$ cat src/sv/tapd_pkg.sv
// Shared types, constants and the microcode table of the two-axis PID drive.
`timescale 1ns / 1ps

package tapd_pkg;

  // Default sizing, handed to the top level as parameter defaults
  localparam int unsigned DUTY_FULL_SCALE_DEF = 400;
  localparam int unsigned INTEGRAL_WIDTH_DEF  = 48;

  // Fixed-point format and duty clamp limits
  localparam int unsigned Q_SHIFT = 24;
  localparam int unsigned U_CEIL  = 255;
  localparam int unsigned U_FLOOR = 50;

  // Control sum width: covers kp*e + kd*de + capped ki*sum with margin
  localparam int unsigned ACC_W = 63;

  // Gain and tolerance values after reset
  localparam logic [31:0] GAIN_P_X_RST = 32'd335544320;
  localparam logic [31:0] GAIN_I_X_RST = 32'd168;
  localparam logic [31:0] GAIN_D_X_RST = 32'd134217728;
  localparam logic [31:0] GAIN_P_Y_RST = 32'd335544320;
  localparam logic [31:0] GAIN_I_Y_RST = 32'd17;
  localparam logic [31:0] GAIN_D_Y_RST = 32'd1678;
  localparam logic [7:0]  TOL_RST      = 8'd2;

  // Sequencer sizing
  localparam int unsigned STEP_W    = 4;
  localparam int unsigned NUM_STEPS = 12;

  // Register map of the configuration port
  typedef enum logic [2:0] {
    CFG_GAIN_P_X   = 3'd0,
    CFG_GAIN_I_X   = 3'd1,
    CFG_GAIN_D_X   = 3'd2,
    CFG_GAIN_P_Y   = 3'd3,
    CFG_GAIN_I_Y   = 3'd4,
    CFG_GAIN_D_Y   = 3'd5,
    CFG_TOLERANCE  = 3'd6
  } cfg_idx_t;

  // Drive direction codes
  typedef enum logic [1:0] {
    DIR_STOP = 2'd0,
    DIR_CW   = 2'd1,
    DIR_CCW  = 2'd2
  } dir_t;

  // Request payloads
  typedef struct packed {
    logic               axis;
    logic signed [15:0] target_position;
    logic signed [15:0] current_position;
  } in_item_t;

  typedef struct packed {
    logic       axis_out;
    logic [1:0] drive_direction;
    logic [8:0] duty;
    logic       settled;
  } out_item_t;

  // Configuration set seen by the datapath
  typedef struct packed {
    logic [1:0][31:0] gain_p;
    logic [1:0][31:0] gain_i;
    logic [1:0][31:0] gain_d;
    logic [7:0]       tolerance;
  } gains_t;

  // Microcode fields
  typedef enum logic [2:0] {
    MUL_NONE,
    MUL_P_E,
    MUL_D_DE,
    MUL_I_HI,
    MUL_I_LO,
    MUL_M_FS,
    MUL_Q_RECIP
  } mul_sel_t;

  typedef enum logic [1:0] {
    ACC_NONE,
    ACC_LOAD,
    ACC_ADD,
    ACC_ADD_ISAT
  } acc_op_t;

  typedef enum logic [3:0] {
    OP_NONE,
    OP_LOAD,
    OP_MAG,
    OP_PH,
    OP_CAP,
    OP_ABS,
    OP_Q1,
    OP_FIX,
    OP_EMIT
  } dp_op_t;

  typedef enum logic [1:0] {
    COND_ALWAYS,
    COND_IN_VALID,
    COND_OUT_FREE
  } cond_t;

  typedef struct packed {
    cond_t             cond;
    logic              jmp;
    logic [STEP_W-1:0] target;
    mul_sel_t          mul_sel;
    acc_op_t           acc_op;
    dp_op_t            dp_op;
  } uword_t;

  // Control word as driven into the datapath; go marks a step that fires
  typedef struct packed {
    mul_sel_t mul_sel;
    acc_op_t  acc_op;
    dp_op_t   dp_op;
    logic     go;
  } ctl_t;

  // Microprogram: one control word per step
  function automatic uword_t ucode(input logic [STEP_W-1:0] s);
    uword_t w;
    w.cond    = COND_ALWAYS;
    w.jmp     = 1'b0;
    w.target  = '0;
    w.mul_sel = MUL_NONE;
    w.acc_op  = ACC_NONE;
    w.dp_op   = OP_NONE;
    unique case (s)
      4'd0: begin
        // take a request, update error and integral
        w.cond  = COND_IN_VALID;
        w.dp_op = OP_LOAD;
      end
      4'd1: begin
        w.mul_sel = MUL_P_E;
        w.dp_op   = OP_MAG;
      end
      4'd2: begin
        w.mul_sel = MUL_D_DE;
        w.acc_op  = ACC_LOAD;
      end
      4'd3: begin
        w.mul_sel = MUL_I_HI;
        w.acc_op  = ACC_ADD;
      end
      4'd4: begin
        w.mul_sel = MUL_I_LO;
        w.dp_op   = OP_PH;
      end
      4'd5: begin
        w.dp_op = OP_CAP;
      end
      4'd6: begin
        w.acc_op = ACC_ADD_ISAT;
      end
      4'd7: begin
        w.dp_op = OP_ABS;
      end
      4'd8: begin
        w.mul_sel = MUL_M_FS;
      end
      4'd9: begin
        w.mul_sel = MUL_Q_RECIP;
        w.dp_op   = OP_Q1;
      end
      4'd10: begin
        w.dp_op = OP_FIX;
      end
      4'd11: begin
        // hand the result to the output register, then start over
        w.cond  = COND_OUT_FREE;
        w.dp_op = OP_EMIT;
        w.jmp   = 1'b1;
      end
      default: begin
        w.jmp = 1'b1;
      end
    endcase
    return w;
  endfunction

endpackage

$ cat src/sv/tapd_useq.sv
// Microcode sequencer: step counter, control word table and jump logic.
`timescale 1ns / 1ps

module tapd_useq import tapd_pkg::*; (
  input  logic clk,
  input  logic rst_n,
  input  logic in_valid,
  input  logic out_free,
  output logic in_ready,
  output ctl_t ctl
);

  logic [STEP_W-1:0] step_r;
  logic [STEP_W-1:0] step_nxt;
  uword_t            uw;
  logic              go;

  assign uw = ucode(step_r);

  // Evaluate the step condition; take no request while reset is held
  always_comb begin
    unique case (uw.cond)
      COND_ALWAYS:   go = 1'b1;
      COND_IN_VALID: go = in_valid & rst_n;
      COND_OUT_FREE: go = out_free;
      default:       go = 1'b0;
    endcase
  end

  // Advance, jump or hold the step counter
  always_comb begin
    priority if (!go) begin
      step_nxt = step_r;
    end else if (uw.jmp) begin
      step_nxt = uw.target;
    end else begin
      step_nxt = step_r + STEP_W'(1);
    end
  end

  always_ff @(posedge clk) begin
    if (!rst_n) begin
      step_r <= '0;
    end else begin
      step_r <= step_nxt;
    end
  end

  assign in_ready    = rst_n & (uw.cond == COND_IN_VALID);
  assign ctl.mul_sel = uw.mul_sel;
  assign ctl.acc_op  = uw.acc_op;
  assign ctl.dp_op   = uw.dp_op;
  assign ctl.go      = go;

`ifndef SYNTHESIS
  a_step_range: assert property (@(posedge clk) disable iff (!rst_n)
    step_r < STEP_W'(NUM_STEPS))
    else $error("step counter outside the microprogram");

  a_accept_advances: assert property (@(posedge clk) disable iff (!rst_n)
    (in_valid && in_ready) |=> (step_r == STEP_W'(1)))
    else $error("accepted request did not start the program");

  a_ready_only_at_load: assert property (@(posedge clk) disable iff (!rst_n)
    in_ready |-> (uw.dp_op == OP_LOAD))
    else $error("ready raised outside the load step");
`endif

endmodule

$ cat config.mk
export PLATFORM = sky130hd
export DESIGN_NAME = tapd_useq
export DESIGN_NICKNAME = d
export VERILOG_FILES = /design/src/sv/tapd_pkg.sv /design/src/sv/tapd_useq.sv
export SDC_FILE = /design/constraint.sdc
export NUM_CORES = 1
export LEC_CHECK = 0
export ABC_AREA = 1
export CORE_AREA = 8 8 55 57
export DETAILED_ROUTE_END_ITERATION = 10
export DIE_AREA = 0 0 63 65
export DONT_BUFFER_PORTS = 1
export SYNTH_ARGS = -nofsm -noshare
export SYNTH_HDL_FRONTEND = slang
export SYNTH_SLANG_ARGS = --single-unit
export TNS_END_PERCENT = 100
$ cat constraint.sdc
create_clock -name clk -period 1.5 [get_ports clk]
set_input_delay 0.15 -clock clk [delete_from_list [all_inputs] [get_ports clk]]
set_output_delay 0.15 -clock clk [all_outputs]
set_load 0.005 [all_outputs]
==> results of run 1 <==
[cell families (layout without fill, tap and decap cells)]
group | count (synthesis) | after routing | synth area share (%)
buffers and inverters | 15 | 23 | 14.7
flip-flops | 4 | 4 | 15.2
adder cells (fa/ha/maj) | 4 | 4 | 9.50
AND/OR/NAND/NOR | 48 | 48 | 55.1
AO/OA/AOI/OAI | 5 | 5 | 5.46
[power by group through the flow]
stage	sequential, mW	combinational, mW	clock, mW
finish	0.184	0.473	0.134
global route	0.191	0.531	0.156
CTS	0.176	0.460	0.143
detailed placement	0.157	0.427	0
global placement	0.154	0.428	0
floorplan	0.148	0.347	0
[metal layers]
layer | up-vias | part of all wire [%] | GRT usage (%)
li1 | 264 | - | -
met1 | 238 | 36 | 6.91
met2 | 10 | 59 | 13.6
met3 | 2 | 2.8 | 2.06
met4 | 0 | 1.8 | 4.27
met5 | - | 0 | 0
[path summary, 6_finish.rpt]
path	startpoint	end	slack, ns
worst max-delay path	step_r[3]	ctl[0]	0.08
worst min-delay path	rst_n	step_r[1]	0.05
worst max register to register	step_r[0]	step_r[0]	0.11
worst min register to register	step_r[0]	step_r[0]	0.58
[through the flow]
stage	hold WS, ns	utilization, %	TNS, ns	instances	setup WS [ns]
6_report	0.0521	30.9	0	112	0.0753
5_1_grt	0.0442	30.9	-0.00211	112	-0.00182
4_1_cts	0.0387	29.9	0	111	0.0148
3_5_place_dp	0.301	27.2	-0.0425	108	-0.0207
3_3_place_gp	0.303	27.2	0	108	0.0364
2_1_floorplan	0.292	-	0	76	0.174
[what timing repair did]
item                       4_1_cts  5_1_grt
buffers inserted                 0        1
gates resized for setup         11        6
pin swaps                        1        4
setup endpoints to repair       10       10
gates cloned                     0        0
[synth_stat cells]
cell type and n:
nand3_1 8, nand3_4 2, nor2_8 1, dfxtp_1 4
nand2_1 17, inv_4 1, nand2_2 4, o21ai_1 1
a21oi_1 3, inv_1 10, nand3_2 4, buf_6 2
or2_2 1, nand4_1 3, o2111ai_1 1, nor2_1 6
or2_1 1, buf_4 1, nand4_2 1, inv_2 1
ha_1 4
[cell type report]
cell class / instances / area, sq um
well taps: 28 / 35.0
multi-input cells: 57 / 402
inverters: 12 / 52.6
clock buffers: 3 / 22.5
flip-flops and latches: 4 / 88.8
repair buffers: 8 / 63.8
fillers: 234 / 1480
==> out/results.ini, run 1 <==
[yosys]
synth_top_area_share_pct=15.2
synth_cell_types=21
synth_area_sq_um=527
yosys_warnings=0
synth_largest_area_cell=dfxtp_1
avgSynthCellArea_sq_um=6.93
synth_nets=84
synth.yosys.seq_area_share_pct=15.2
ys_ff_latch=4
syn_inst=76
synth_area_leaders=dfxtp_1, nand2_1, ha_1, nand3_1, nand3_2

[job]
drv_cap=0

[global_route]
grt_pass1_vias=505
grt_remaining_overflow=0
grt.total_usage_pct=7.23
antenna_found_initial=0
grt_max_degree=10
grt_first_pass_wirelength_microns=2350

[floorplan]
ios=15
start_util_pct=24.5
die_x_microns=63
die_h_microns=65
core_area_sq_mm=0.00215
fp-row-count=17
dieArea_sq_mm=0.00410

[setup_path]
worstPathArrival_ns=1.27
cpMostUsedCell=nand2_2
cp_top_family=simple AND/OR/NAND/NOR gates
end_kind=output port
worst_path_max_delay_cell=dfxtp_1
crit_fanout=9
reg2regPathDepth=8
crit_type=reg -> out
worst_path_largest_cell_delay_ns=0.30
path_buf_inv=2
crit_required_ns=1.35
worst_setup_path_start_kind=flip-flop
cp.depth=6
path_cells=buf_6 > nor2_8 > nand2_2 > nand2_2 > nand3_4 > buf_4

[power_and_ir_drop]
intPower_mw=0.420
netSwitchingFraction_pct=46.8
power_frac_comb_pct=59.8
power.total_mw=0.790
power_leakage_nw=0.341
seqPwrFrac_pct=23.2
netSwitchingPower_mw=0.370
power.share.clock_pct=16.9
power_density_mw_per_mm2=1190
ir_worst_vdd_v=0.000270

[finish]
nNetsFinal=94
drive_gt1_share_pct=42.9
area_growth_pct=26.1
layout_commonest_cell=nand2_1
top_register=step_r
final_cell_mix=nand2_1, inv_1, nand3_1
n_antenna_cell=0
largest_register_ffs=4
finalInstanceArea_sq_um=664
reg.largest.list=step_r (4)

[placed_design]
dp_hpwl_microns=1140
place_congestion=0.856
io_buffers=0
place_area_sq_um=584

[timing]
max_freq_mhz=702
slew_headroom_pct=78.9
timing.final.max_slew_violations=0
skew_ns=0.00207
finalSetupViolCount=0
finalHoldViolations=0
period_minus_slack_ns=1.42
period_share_pct=95.0
worst_slew_pin_slew_ns=0.315

[drt]
post_drt_wl_per_cell_microns=12.6
ant_nets=0
drtIter0Drc=13
firstDrtPassIters=4
vias=514
routed_wl_microns=1410
drc=0
via_per_inst=4.59

[worst_hold_path]
hp-class=in -> reg
worstHoldPathCells=2

[cts]
cts_buffers=3
cts-root-buf=clkbuf_4
clk_latency_ns=0.23
ctsHtreeMaxLevel=1
cts.sinks=4
cts_hold_buf=0
cts_tree=done
clockBufferDepth=2
cts.clk_slew.worst_paths_ns=0.04

[outcome]
status=finished clean

(Power assumes the default switching activity.)
==> run 2, diff against run 1 <==
- CORE_AREA: 8 8 55 57 -> 8 8 47 49
- DIE_AREA: 0 0 63 65 -> 0 0 55 57
- clock period: 1.5 -> 1.1 ns (I/O delays scaled with it)
==> run 2 against run 1 <==
Compared with the run above:
- the flow now finishes with violations (setup timing)
- via count rose by 24%
- final cell count rose by 12%
- register-to-register slack got worse by 0.41 ns
- highest routed layer unchanged
==> out/results.ini, run 2 (same netlist as run 1, synthesis figures left out) <==
[outcome]
status=finished, violations left
violations=setup timing

[global_route]
antenna_found_initial=0
grt_remaining_overflow=0
grt_max_degree=8
grt_first_pass_wirelength_microns=2990
grt.total_usage_pct=12.7
grt_pass1_vias=659

[cts]
clockBufferDepth=2
cts_buffers=3
ctsHtreeMaxLevel=1
cts_tree=done
cts.sinks=4
clk_latency_ns=0.25
cts-root-buf=clkbuf_4
cts.clk_slew.worst_paths_ns=0.03

[finish]
reg.largest.list=step_r (4)
nNetsFinal=118
top_register=step_r
layout_commonest_cell=buf_4
final_cell_mix=buf_4, buf_6, nand2_1
n_antenna_cell=0
largest_register_ffs=4
drive_gt1_share_pct=75.9
area_growth_pct=98.6

[setup_path]
worst_setup_path_start_kind=flip-flop
cpMostUsedCell=nand3_2
path_buf_inv=3
worst_path_largest_cell_delay_ns=0.38
crit_fanout=4
crit_type=reg -> out
worst_path_max_delay_cell=dfxtp_4
path_cells=inv_6 > ha_4 > nand3_2 > nand2_2 > inv_2 > buf_4 > nand3_2
end_kind=output port
worstPathArrival_ns=1.30
crit_required_ns=0.99
cp_top_family=flip-flops

[floorplan]
fp-row-count=15
core_area_sq_mm=0.00158
die_x_microns=55
dieArea_sq_mm=0.00314
die_h_microns=57
ios=15
start_util_pct=33.4

[job]
drv_cap=0

[timing]
rsz0062_at_grt=yes
period_minus_slack_ns=1.41
setup_ws_ns=-0.311
finalSetupViolCount=15
max_freq_mhz=709
slew_headroom_pct=82.8
skew_ns=0.00781
hold-worst-slack_ns=0.0657
worst_slew_pin_slew_ns=0.258
timing.final.max_slew_violations=0
finalHoldViolations=0
period_share_pct=128

[drt]
ant_nets=0
post_drt_wl_per_cell_microns=14.8
firstDrtPassIters=4
via_per_inst=5.10
drc=0
routed_wl_microns=1850
vias=637
drtIter0Drc=15

[worst_hold_path]
hp-class=in -> reg

[power_and_ir_drop]
power_frac_comb_pct=74.0
netSwitchingFraction_pct=43.3
power_leakage_nw=0.503
power_density_mw_per_mm2=1670
seqPwrFrac_pct=14.7
power.total_mw=1.75
netSwitchingPower_mw=0.759
ir_worst_vdd_v=0.000764
power.share.clock_pct=11.3
intPower_mw=0.993

[placed_design]
place_congestion=0.767
io_buffers=0
dp_hpwl_microns=1220

==> run 2: power groups by stage <==
stage	combinational [mW]	sequential (mW)	clock, mW
final	1.30	0.258	0.198
after global routing	1.38	0.263	0.214
after CTS	1.13	0.251	0.204
after detailed placement	0.823	0.229	0
after global placement	0.820	0.228	0
after floorplan	0.539	0.224	0
==> run 2: worst reg2reg max path: cells and delay by family, from the launching register on <==
| kind | cells | cell delay [ns] |
|---|---|---|
| buffers and inverters | 2 | 0.20 |
| and+or+nand+nor | 5 | 0.45 |
| adders and majority gates | 1 | 0.18 |
| DFF | 1 | 0.41 |
| AOI/OAI and AO/OA | 1 | 0.05 |
==> run 2: area by class of cell <==
cell class / instances / area [sq um]
Fill cell: 106 / 531
Inverter: 12 / 57.6
Sequential cell: 4 / 92.6
Timing Repair Buffer: 32 / 300
Clock buffer: 3 / 22.5
Tap cell: 17 / 21.3
Multi-Input combinational cell: 57 / 552
==> run 2: path summary, 6_finish.rpt <==
check | start | slack (ns) | depth (start not counted) | endpoint
worst max register to register | step_r[0] | -0.30 | 9 | step_r[3]
worst max-delay path | step_r[0] | -0.31 | 7 | ctl[2]
worst min register to register | step_r[1] | 0.71 | 3 | step_r[1]
worst min-delay path | out_free | 0.07 | 2 | step_r[3]
==> run 2: metal layers <==
metal  track usage (%)  vias up  share of wire, %
li1                  -      316                 -
met1              14.1      302                40
met2              22.0       17                56
met3              3.38        2               3.2
met4              4.47        0               1.0
met5                 0        -                 0
==> run 2: per-stage QoR <==
stage	setup TNS, ns	instance area [sq um]	setup WS (ns)	utilization [%]	instances
detailed placement	-1.64	736	-0.253	46.7	111
floorplan	-0.303	574	-0.0755	-	76
global placement	-1.37	736	-0.229	46.7	111
CTS	-3.52	982	-0.291	62.3	125
finish	-3.82	1050	-0.311	66.3	125
global route	-4.49	1050	-0.380	66.3	125
==> run 2: repair_timing <==
action / in CTS / in global routing
setup endpoints to repair: 15 / 15
gates resized for setup: 31 / 21
setup buffers: 10 / 2
hold buffers: 1 / 0
pin swaps: 8 / 11
hold endpoints to repair: 1 / 0
